## config.mk

```make
export PLATFORM = sky130hd
export DESIGN_NAME = hws_round
export DESIGN_NICKNAME = d
export VERILOG_FILES = /design/src/hw/rtl/hws_pkg.sv /design/src/hw/rtl/hws_round.sv
export SDC_FILE = /design/constraint.sdc
export NUM_CORES = 1
export LEC_CHECK = 0
export BUFFER_PORTS_ARGS = -buffer_cell sky130_fd_sc_hd__buf_2
export CORE_UTILIZATION = 35
export DETAILED_ROUTE_END_ITERATION = 8
export GPL_TIMING_DRIVEN = 0
export PLACE_DENSITY = 0.62
export SYNTH_ARGS = -nofsm -noshare
export SYNTH_HDL_FRONTEND = slang
export SYNTH_SLANG_ARGS = --single-unit
```

## constraint.sdc

```tcl
create_clock -name i_clk -period 4 [get_ports i_clk]
set_input_delay 0.4 -clock i_clk [delete_from_list [all_inputs] [get_ports i_clk]]
set_output_delay 0.4 -clock i_clk [all_outputs]
set_load 0.03 [all_outputs]
```

## src/hw/rtl/hws_pkg.sv

```systemverilog
`timescale 1ns / 1ps
// Shared types, field widths and register map of the wave-space Helmholtz scaler.
package hws_pkg;

    // Field widths
    localparam int SAMPLE_W  = 32;
    localparam int IDX_W     = 12;
    localparam int SIZE_W    = 13;
    localparam int CNST_W    = 40;
    localparam int NORM_W    = 32;
    localparam int CNST_FRAC = 8;

    // Wave-number path: |g| stays below 2^IDX_W, so it fits a signed SIZE_W word
    localparam int WAVE_W = SIZE_W;
    localparam int SQ_W   = 2 * IDX_W;
    localparam int SUM_W  = SQ_W + 2;
    localparam int W_W    = CNST_W + 1;
    localparam int WMAG_W = CNST_W;

    // Scale path: q = c * n / (W * 2^(NORM_W - CNST_FRAC)), one extra bit kept for rounding
    localparam int PROD_W    = SAMPLE_W + NORM_W;
    localparam int X_LSB     = NORM_W - CNST_FRAC - 1;
    localparam int X_W       = PROD_W - 1 - X_LSB;
    localparam int QUOT_W    = X_W - CNST_FRAC;
    localparam int REM_W     = WMAG_W;
    localparam int DIV_STEPS = QUOT_W;

    // Configuration port
    localparam int CFG_IDX_W  = 3;
    localparam int CFG_DATA_W = CNST_W;

    localparam logic [CFG_IDX_W-1:0] CFG_SIZE_X     = 3'd0;
    localparam logic [CFG_IDX_W-1:0] CFG_SIZE_Y     = 3'd1;
    localparam logic [CFG_IDX_W-1:0] CFG_SIZE_Z     = 3'd2;
    localparam logic [CFG_IDX_W-1:0] CFG_HELM_CNST  = 3'd3;
    localparam logic [CFG_IDX_W-1:0] CFG_NORM_SCALE = 3'd4;

    localparam logic [SIZE_W-1:0] RST_SIZE = 13'd64;
    localparam logic [CNST_W-1:0] RST_CNST = 40'd0;
    localparam logic [NORM_W-1:0] RST_NORM = 32'd16;

    // Saturation limits
    localparam logic [SAMPLE_W-1:0] SAMPLE_MAX     = {1'b0, {(SAMPLE_W-1){1'b1}}};
    localparam logic [SAMPLE_W-1:0] SAMPLE_MIN_MAG = {1'b1, {(SAMPLE_W-1){1'b0}}};

    typedef struct packed {
        logic signed [SAMPLE_W-1:0] coef_re;
        logic signed [SAMPLE_W-1:0] coef_im;
        logic        [IDX_W-1:0]    index_x;
        logic        [IDX_W-1:0]    index_y;
        logic        [IDX_W-1:0]    index_z;
    } t_in_item;

    typedef struct packed {
        logic signed [SAMPLE_W-1:0] out_re;
        logic signed [SAMPLE_W-1:0] out_im;
        logic                       zeroed;
    } t_out_item;

    typedef struct packed {
        logic        [SIZE_W-1:0] size_x;
        logic        [SIZE_W-1:0] size_y;
        logic        [SIZE_W-1:0] size_z;
        logic signed [CNST_W-1:0] helmholtz_constant;
        logic        [NORM_W-1:0] norm_scale;
    } t_cfg;

    typedef struct packed {
        logic zero_w;
        logic neg_re;
        logic neg_im;
    } t_tag;

    typedef struct packed {
        logic [X_W-1:0]    x_re;
        logic [X_W-1:0]    x_im;
        logic [WMAG_W-1:0] wmag;
        t_tag              tag;
    } t_div_in;

    typedef struct packed {
        logic [QUOT_W-1:0] quot_re;
        logic [QUOT_W-1:0] quot_im;
        t_tag              tag;
    } t_div_out;

endpackage

```

## src/hw/rtl/hws_round.sv

```systemverilog
`timescale 1ns / 1ps
// Output stage: round half away from zero, apply sign, saturate and hold the result item.
module hws_round
    import hws_pkg::*;
(
    input  logic      i_clk,
    input  logic      i_rst_n,
    input  logic      i_adv,
    input  logic      i_valid,
    input  t_div_out  i_data,
    output logic      o_valid,
    output t_out_item o_item
);

    // Quotient carries one extra fraction bit; round on it
    function automatic logic [SAMPLE_W-1:0] round_sat(input logic [QUOT_W-1:0] quot,
                                                      input logic              neg);
        logic [QUOT_W-1:0] q;
        q = {1'b0, quot[QUOT_W-1:1]} + {{(QUOT_W-1){1'b0}}, quot[0]};
        if (neg) begin
            if (q > SAMPLE_MIN_MAG) begin
                round_sat = SAMPLE_MIN_MAG;
            end else begin
                round_sat = ~q + 1'b1;
            end
        end else if (q > SAMPLE_MAX) begin
            round_sat = SAMPLE_MAX;
        end else begin
            round_sat = q;
        end
    endfunction

    logic      r_valid;
    t_out_item r_item;
    t_out_item n_item;

    always_comb begin
        n_item.zeroed = i_data.tag.zero_w;
        if (i_data.tag.zero_w) begin
            n_item.out_re = '0;
            n_item.out_im = '0;
        end else begin
            n_item.out_re = round_sat(i_data.quot_re, i_data.tag.neg_re);
            n_item.out_im = round_sat(i_data.quot_im, i_data.tag.neg_im);
        end
    end

    always_ff @(posedge i_clk) begin
        if (!i_rst_n) begin
            r_valid <= 1'b0;
        end else if (i_adv) begin
            r_valid <= i_valid;
        end
    end

    always_ff @(posedge i_clk) begin
        if (i_adv) begin
            r_item <= n_item;
        end
    end

    assign o_valid = r_valid;
    assign o_item  = r_item;

endmodule

```

# Word-level counts from Yosys, hierarchy flattened
# Cells that the tools add are included.
# W data, S select, Z words.
# totals
reg_bits,66
in_bits,71
output_inout_bits,66
word_cells,20
# op_classes
n_addsub,4
n_lt_le_gt_ge,4
n_mux,6
bitwise_logic,2
# op_table
cell,count
$mux W32,6
$add A31 B1 Y32,2
$add A32 B1 Y32 const B,2
$gt A32 B31 Y1 const B,2
$gt A32 B32 Y1 const B,2
$not A32 Y32,2

# Logic depth before layout (Yosys ltp)
# Gate-level depths: netlist (run 1).
# logic_depth
ltp_word,5
ltp_mapped,13
mapped_depth_nobuf,10

# Worst setup path before layout (run 1)
# OpenSTA, ideal clock, no wires.
# synth_timing
path_type,input -> register
from,input port i_data[35] (netlist bit)
to,"register r_item, in the netlist o_item[59] (data pin)"
setup_time_ns,0.271
arrival_time_ns,3.002
required_ns,3.729
setup_slack_ns,0.727
cell_stages,11
n_path_buf,1
cell_sequence,ha_1 > ha_1 > nand4_1 > nor4_1 > xnor2_1 > nand4b_4 > or4_1 > buf_2 > nor4b_1 > mux2i_1 > a21oi_1
# synth_between
elab_chain_len,5
elab_cells_between_ends,8
cone_classes,2 x add/sub; 2 x order compare; 3 x mux; 1 x bitwise
# synth_rtl
element,line_no,source
start: declaration,hws_round.sv:10,"input t_div_out i_data,"
$add A31 B1 Y32 (*),hws_round.sv:19,"q = {1'b0, quot[QUOT_W-1:1]} + {{(QUOT_W-1){1'b0}}, quot[0]};"
$not A32 Y32,hws_round.sv:24,round_sat = ~q + 1'b1;
$add A32 B1 Y32,hws_round.sv:24,
$mux W32,hws_round.sv:21,if (q > SAMPLE_MIN_MAG) begin
$mux W32 (*),hws_round.sv:20,if (neg) begin
end signal: assignment,hws_round.sv:58,r_item <= n_item;
end: declaration,hws_round.sv:34,t_out_item r_item;
# Mark *: on every way between the ends. The rest lies on a longest branch, timed or not.
# A chain may end at the register's enable or synchronous reset.

# Worst setup path in the final report (run 1)
# layout_timing
from,input port i_data[35] (netlist bit)
to,"register r_item, in the netlist o_item[42] (data pin)"
# The elaborated chain is that of the path after synthesis.

==> summary.txt, run 1 <==
Logic synthesis
  – Async SR Flop Fraction: 0
  – Largest family of logic cells by synthesized area: simple AND/OR/NAND/NOR gates
  – Post-synth EDFFs: 65
  – Post-Synth XOR/XNOR Area: 0.125
  – Cell Area, Synth: 6660 µm²
  – Post-synthesis simple-gate area fraction: 0.290
  – Cells after Synth: 769
  – Synth unique cells: 85
  – Compound-gate portion of the synthesized area: 0.211
  – Syn Nets: 848
  – Sequential share of the synthesized area: 0.296
  – Area share of fa/ha/maj cells after synthesis: 0.0150
  – Synth Register Bits: 66
  – Main synth FF type: edfxtp_1
  – Synth Warn #: 0
  – Multiplexer share of the synthesized area: 0.0194
  – Avg Cell Area, Syn: 8.66 µm²

CTS
  – Hold buffer count at CTS: 0
  – Clock slew at reported path FFs: 60 ps
  – Clock Path Buffers: 2
  – CTS sink count: 66
  – H-tree levels: 3
  – Root buffer cell: clkbuf_16
  – Post-CTS Setup Inserts: 0
  – Post-CTS Resized: 0
  – TritonCTS Buffers: 9
  – CTS tree: built
  – Clk_lat worst skew: 330 ps

GRT
  – Overall routing resource usage: 0.209
  – Largest net degree at the start of global routing: 67
  – Initial antenna violation count: 0
  – GR Overflow Total: 0
  – Vias in the first global route: 5981
  – First-pass GRT wire length: 32.3 mm

Min path
  – Hold path depth: 2
  – Worst min-delay path class: input pin to register
  – Hold_sp: i_rst_n
  – Endpoint, Worst Hold: o_valid$_SDFFE_PN0P_

Critical path
  – Crit path cell chain: buf_2 -> ha_1 -> ha_1 -> nand4_1 -> nor4_4 -> buf_4 -> nand4_1 -> xor2_1 -> nand2_1 -> nor3_1 -> a21oi_2 -> o31ai_1
  – Critical path class: input pin to register
  – R2r setup slk: 3400 ps
  – Crit path buffers/inverters: 2
  – Reg2reg path depth: 2
  – FF-to-FF End: o_valid$_SDFFE_PN0P_
  – CP max FO: 10
  – CP Launch Type: input pin
  – Worst endpoint data arrival time: 3890 ps
  – Endpoint class of the critical path: register
  – Critical-path top delay cell: xor2_1
  – Reg2reg start: o_valid$_SDFFE_PN0P_
  – Max incr delay on CP: 480 ps
  – Crit path required time: 4120 ps
  – Crit path max-delay family: simple AND/OR/NAND/NOR gates

Final layout
  – Post-route cell area: 7860 µm²
  – Fin nets: 978
  – Area grow syn2layout: 18.0%
  – Fin util: 0.420
  – Share of cells above drive strength 1: 0.238
  – ANT cells: 0

Power
  – Max VDD drop: 182 µV
  – Overall power: 2.23 mW
  – Leakage power: 2.73 nW
  – Power per cell area: 284 nW/µm²

Floorplanning
  – Die area: 19600 µm²
  – Initial Utilization: 0.356
  – FP Rows: 50
  – Chip Width: 140 µm
  – I/O Pins: 137
  – Die H: 140 µm
  – Core area: 18700 µm²

Place
  – Area after DPL: 7550 µm²
  – Port Buffer Count: 119
  – Dpl hpwl: 15.5 mm
  – Pre-CTS setup slack: 8.72 ps
  – RD Place Congestion: 0.899

Route
  – ANT nets after route: 0
  – Detailed-route via count: 6502
  – DRC: 0
  – Detailed Route WL: 20.2 mm
  – DRT iter0 DRCs: 546
  – TritonRoute pass-1 iters: 5
  – Routed length per instance: 17.8 µm
  – Via density: 5.71

Status
  – Run status: complete, no violations

Timing
  – Final worst path period need: 3770 ps
  – Max Clk Rate: 265 MHz
  – Finish-stage setup viols: 0
  – Unrepaired setup endpoints after global routing: no
  – Final Cycle Share: 0.943
  – Rel. slew slack: 0.304
  – Fin. max-slew vios: 0
  – Worst Hold Margin: 273 ps
  – Final hold vios: 0
  – Clk_skew: 0 ps
  – Final worst setup slack: 226 ps
  – Measured slew at the worst slew-check pin: 1040 ps

Run
  – Max cap viols: 0
flip-flops by register name, summed over array words and instances, names as in the netlist:
| register | count |
|---|---|
| o_valid | 1 |
| o_item | 65 |
cells in the mapped netlist, types with 4 or more instances:
master,instances,area (µm²)
o31a_1,7,61.3
and3b_1,4,35.0
o21ai_0,39,195
nor4b_1,4,35.0
nor2_1,64,240
o211ai_1,5,37.5
and4_1,9,78.8
inv_1,12,45.0
clkbuf_1,25,93.8
nor2b_1,6,37.5
nand2_1,67,251
o21bai_1,4,30.0
nand4_1,27,169
a21oi_1,29,145
a211oi_2,7,87.6
or3_1,7,43.8
mux2i_1,5,50.1
nor3_2,4,40.0
a31oi_1,6,37.5
mux2_2,7,78.8
a211oi_1,9,67.6
xnor2_1,66,578
nor4_1,14,87.6
nor3_1,31,155
o21ai_1,5,25.0
buf_4,6,45.0
or2_2,4,25.0
nand3_1,39,195
xor2_1,27,236
a211o_1,13,114
and2_1,11,68.8
a221oi_1,9,78.8
buf_2,16,80.1
edfxtp_1,65,1950
and3_1,13,81.3
o31ai_1,12,90.1
ha_1,8,100
a21o_1,11,82.6
worst max path at each step:
stage | depth (start not counted) | slack (ps) | startpoint | to
floorplan | 11 | 730 | i_data[35] | o_item[59]$_SDFFCE_PP0P_
global placement | 12 | -30 | i_data[3] | o_item[21]$_SDFFCE_PP0P_
detailed placement | 12 | 9 | i_data[3] | o_item[17]$_SDFFCE_PP0P_
CTS | 12 | 310 | i_data[3] | o_item[21]$_SDFFCE_PP0P_
global route | 12 | 20 | i_data[35] | o_item[42]$_SDFFCE_PP0P_
finish | 12 | 230 | i_data[35] | o_item[42]$_SDFFCE_PP0P_
power by group:
group	switching [mW]	internal, mW
clock	0.321	0.481
sequential	0.0169	0.831
combinational	0.394	0.185
worst register-to-register path: cells and delay by family (launching register included):
family        cells  cell delay (ps)
mux               1              120
simple gates      1               60
flops             1              310
metal layers:
layer	global-route usage	vias up	part of all wire
li1	-	3192	-
met1	0.304	3090	0.49
met2	0.317	204	0.44
met3	0.0369	16	0.061
met4	0.0573	0	0.012
met5	0	-	0
through the flow:
stage | setup TNS [ps] | cells
2_1_floorplan | 0 | 769
3_3_place_gp | -47.1 | 1122
3_5_place_dp | 0 | 1122
4_1_cts | 0 | 1138
5_1_grt | 0 | 1138
6_report | 0 | 1138
area by class of cell:
type	instances	area (µm²)
Buffer	50	245
Clock buffer	9	225
Clock inverter	7	70.1
Fill cell	1876	10900
Inverter	12	45.0
Multi-Input combinational cell	641	4410
Sequential cell	66	1970
Tap cell	234	293
Timing Repair Buffer	119	598
cell usage in the layout (no fill, tap or decap), types with 13 or more instances in the layout:
cell | synthesis | routed
buf_2 | 16 | 134
nand2_1 | 67 | 67
xnor2_1 | 66 | 66
edfxtp_1 | 65 | 65
nor2_1 | 64 | 64
nand3_1 | 39 | 39
o21ai_0 | 39 | 39
nor3_1 | 31 | 31
a21oi_1 | 29 | 29
xor2_1 | 27 | 27
nand4_1 | 27 | 27
clkbuf_1 | 25 | 25
and3_1 | 13 | 13
nor4_1 | 14 | 13
a211o_1 | 13 | 13
cells by family after synthesis:
| family | after synthesis |
|---|---|
| simple gates | 338 |
| compound gates | 189 |
| xor+xnor | 94 |
| flops | 66 |
| buf+inv | 62 |
| mux | 12 |
| fa+ha+maj | 8 |
No activity file was read; power rests on OpenSTA's default activity.
==> inputs of run 2 (changes only) <==
- ABC_AREA: not set -> 1
- CTS_BUF_LIST: not set -> sky130_fd_sc_hd__clkbuf_4 sky130_fd_sc_hd__clkbuf_8 sky130_fd_sc_hd__clkbuf_16
- SLEW_MARGIN: not set -> 0
==> summary.txt, run 2 <==
Logic synthesis
  – Main synth FF type: edfxtp_1 (unchanged)
  – Multiplexer share of the synthesized area: 0 (was 0.0194)
  – Syn Nets: 1247 (was 848)
  – Post-synth EDFFs: 65 (unchanged)
  – Cells after Synth: 1168 (was 769)
  – Area share of fa/ha/maj cells after synthesis: 0.0140 (was 0.0150)
  – Area leader, netlist: edfxtp_1 (unchanged)
  – Avg Cell Area, Syn: 6.12 µm² (was 8.66 µm²)
  – Synth unique cells: 35 (was 85)
  – Async SR Flop Fraction: 0 (unchanged)
  – Synth Warn #: 0 (unchanged)
  – Largest family of logic cells by synthesized area: simple AND/OR/NAND/NOR gates (unchanged)
  – Top cells by instance count after synthesis: nand2_1, nor2_1, inv_1 (was nand2_1, xnor2_1, edfxtp_1)
  – Post-Synth XOR/XNOR Area: 0.0135 (was 0.125)
  – Sequential share of the synthesized area: 0.276 (was 0.296)
  – Synth top area share: 0.273 (was 0.293)
  – Area contributors post-synth: edfxtp_1, nand2_1, nor2_1 (was edfxtp_1, xnor2_1, nand2_1)
  – Cell Area, Synth: 7150 µm² (was 6660 µm²)
  – Top-count cell post-synth: nand2_1 (unchanged)
  – Compound-gate portion of the synthesized area: 0.111 (was 0.211)
  – Post-synthesis simple-gate area fraction: 0.504 (was 0.290)
  – Synth Register Bits: 66 (unchanged)

Timing
  – Unrepaired setup endpoints after global routing: no (unchanged)
  – Final hold vios: 0 (unchanged)
  – Max Clk Rate: 336 MHz (was 265 MHz)
  – Final worst setup slack: 1020 ps (was 226 ps)
  – Rel. slew slack: 0.425 (was 0.304)
  – Measured slew at the worst slew-check pin: 863 ps (was 1040 ps)
  – Final Cycle Share: 0.745 (was 0.943)
  – Final worst path period need: 2980 ps (was 3770 ps)
  – Finish-stage setup viols: 0 (unchanged)
  – Setup TNS: 0 ps (unchanged)
  – Clk_skew: 0 ps (unchanged)
  – Fin. max-slew vios: 0 (unchanged)

Power
  – Max VDD drop: 147 µV (was 182 µV)
  – Power per cell area: 272 nW/µm² (was 284 nW/µm²)
  – Leakage power: 3.72 nW (was 2.73 nW)

Floorplanning
  – Core area: 19700 µm² (was 18700 µm²)
  – Initial Utilization: 0.363 (was 0.356)
  – I/O Pins: 137 (unchanged)
  – Die H: 145 µm (was 140 µm)
  – FP Rows: 51 (was 50)
  – Chip Width: 145 µm (was 140 µm)
  – Die area: 21000 µm² (was 19600 µm²)

CTS
  – TritonCTS Buffers: 9 (unchanged)
  – CTS tree: built (unchanged)
  – CTS sink count: 66 (unchanged)
  – Clock slew at reported path FFs: 60 ps (about the same)
  – H-tree levels: 3 (unchanged)
  – Post-CTS Setup Inserts: 0 (unchanged)
  – Hold buffer count at CTS: 0 (unchanged)
  – Root buffer cell: clkbuf_16 (unchanged)
  – Clk_lat worst skew: 340 ps (was 330 ps)
  – Post-CTS Resized: 0 (unchanged)
  – Clock Path Buffers: 2 (unchanged)

Critical path
  – CP most frequent cell: ha_1
  – Critical-path top delay cell: ha_1 (was xor2_1)
  – CP Launch Type: input pin (unchanged)
  – Critical path class: input pin to register (unchanged)
  – CP max FO: 9 (was 10)
  – Worst endpoint data arrival time: 3160 ps (was 3890 ps)
  – Endpoint class of the critical path: register (unchanged)
  – Crit path cell chain: buf_2 -> ha_1 -> ha_1 -> inv_1 -> ha_1 -> inv_1 -> nor2_1 -> nand3_1 -> nor2_2 -> nand3_1 -> nor2_2 -> nand3_4 -> a21oi_4 -> nand2_1 -> a21oi_1 (was buf_2 -> ha_1 -> ha_1 -> nand4_1 -> nor4_4 -> buf_4 -> nand4_1 -> xor2_1 -> nand2_1 -> nor3_1 -> a21oi_2 -> o31ai_1)
  – Max incr delay on CP: 370 ps (was 480 ps)
  – Crit path required time: 4180 ps (was 4120 ps)

GRT
  – Vias in the first global route: 7117 (was 5981)
  – GR Overflow Total: 0 (unchanged)
  – Initial antenna violation count: 0 (unchanged)
  – First-pass GRT wire length: 37.3 mm (was 32.3 mm)
  – Overall routing resource usage: 0.223 (was 0.209)
  – Largest net degree at the start of global routing: 68 (was 67)

Final layout
  – Share of cells above drive strength 1: 0.180 (was 0.238)
  – Commonest non-fill, non-tap cell in the layout: nand2_1 (was buf_2)
  – Fin util: 0.431 (was 0.420)
  – Multi-input gate area: 4590 µm² (was 4410 µm²)
  – Fin nets: 1394 (was 978)
  – Non-Filler Instances: 1585 (was 1138)
  – Area grow syn2layout: 18.7% (was 18.0%)
  – FILL cells: 2153 (was 1876)
  – Most frequent cells in the layout: nand2_1, nor2_1, buf_2 (was buf_2, nand2_1, xnor2_1)
  – Max FFs per register: 65 (unchanged)
  – ANT cells: 0 (unchanged)
  – Register Area: 1970 µm² (unchanged)

Route
  – Detailed-route via count: 8036 (was 6502)
  – Detailed Route WL: 23.1 mm (was 20.2 mm)
  – DRT iter0 DRCs: 480 (was 546)
  – DRC: 0 (unchanged)
  – Via density: 5.07 (was 5.71)
  – Routed length per instance: 14.6 µm (was 17.8 µm)
  – ANT nets after route: 0 (unchanged)
  – TritonRoute pass-1 iters: 7 (was 5)

Place
  – Dpl hpwl: 18.7 mm (was 15.5 mm)
  – RD Place Congestion: 0.926 (was 0.899)
  – Pre-CTS setup slack: 751 ps (was 8.72 ps)
  – Port Buffer Count: 136 (was 119)
  – Placed cells: 1569 (was 1122)

Min path
  – Worst min-delay path class: input pin to register (unchanged)

Run
  – Max cap viols: 0 (unchanged)

Status
  – Run status: complete, no violations (unchanged)
[run 2: cell count changes after synthesis, sizes merged, moves of 16 or more]
cell	before	now
nor4	19	0
xnor2	67	5
nand4	31	56
o21ai	45	85
nor2	64	216
inv	12	127
a211oi	16	0
nand3	40	70
nor3	35	9
nand3b	2	24
xor2	27	6
a21oi	30	61
nand2	70	399
buf	25	9
[run 2: area by class of cell]
class                   count  area share
clock inverters             7      0.0118
well taps                 265      0.0391
flip-flops and latches     66       0.232
clock buffers               9      0.0265
inverters                 127      0.0561
multi-input cells         948       0.541
repair buffers            136      0.0805
plain buffers              27      0.0131
[run 2: cell families (layout without fill, tap and decap cells)]
family | after synthesis | count (layout)
flops | 66 | 66
xor+xnor | 11 | 11
fa+ha+maj | 8 | 8
compound gates | 150 | 150
simple gates | 779 | 779
buf+inv | 154 | 306
[run 2: where the power goes]
part	switching, mW	total, mW	internal (mW)
Clock	0.317	0.867	0.551
Combinational	0.427	0.592	0.166
Sequential	0.0191	0.848	0.829
Total	0.763	2.31	1.54
[run 2: layer usage]
metal  vias up  wire, µm  global-route usage  share of wire
met3        43      1380              0.0352          0.060
met1      3603     10400               0.293           0.45
li1       4120         -                   -              -
met2       270     10700               0.368           0.46
met4         0       606              0.0766          0.026
met5         -         0                   0              0
[run 2: worst max-delay path, delay by kind of cell]
family	cells	cell delay [ps]
compound gates	2	500
simple gates	7	1290
buf+inv	3	230
fa+ha+maj	3	730
[run 2: path summary, 6_finish.rpt]
path	slack, ps	depth (start not counted)	startpoint	end
max	1020	15	i_data[35]	o_item[56]$_SDFFCE_PP0P_
min	250	1	i_data[2]	o_item[0]$_DFFE_PP_
max reg2reg	3340	2	o_valid$_SDFFE_PN0P_	o_valid$_SDFFE_PN0P_
min reg2reg	540	2	o_valid$_SDFFE_PN0P_	o_valid$_SDFFE_PN0P_
[run 2: per-stage QoR]
step / area (µm²) / total power, mW / hold slack (ps)
global route: 8490 / 2.41 / 259
detailed placement: 8170 / 1.45 / 537
global placement: 8160 / 1.45 / 520
CTS: 8490 / 2.32 / 242
finish: 8490 / 2.31 / 253
floorplan: 7150 / 1.24 / 493
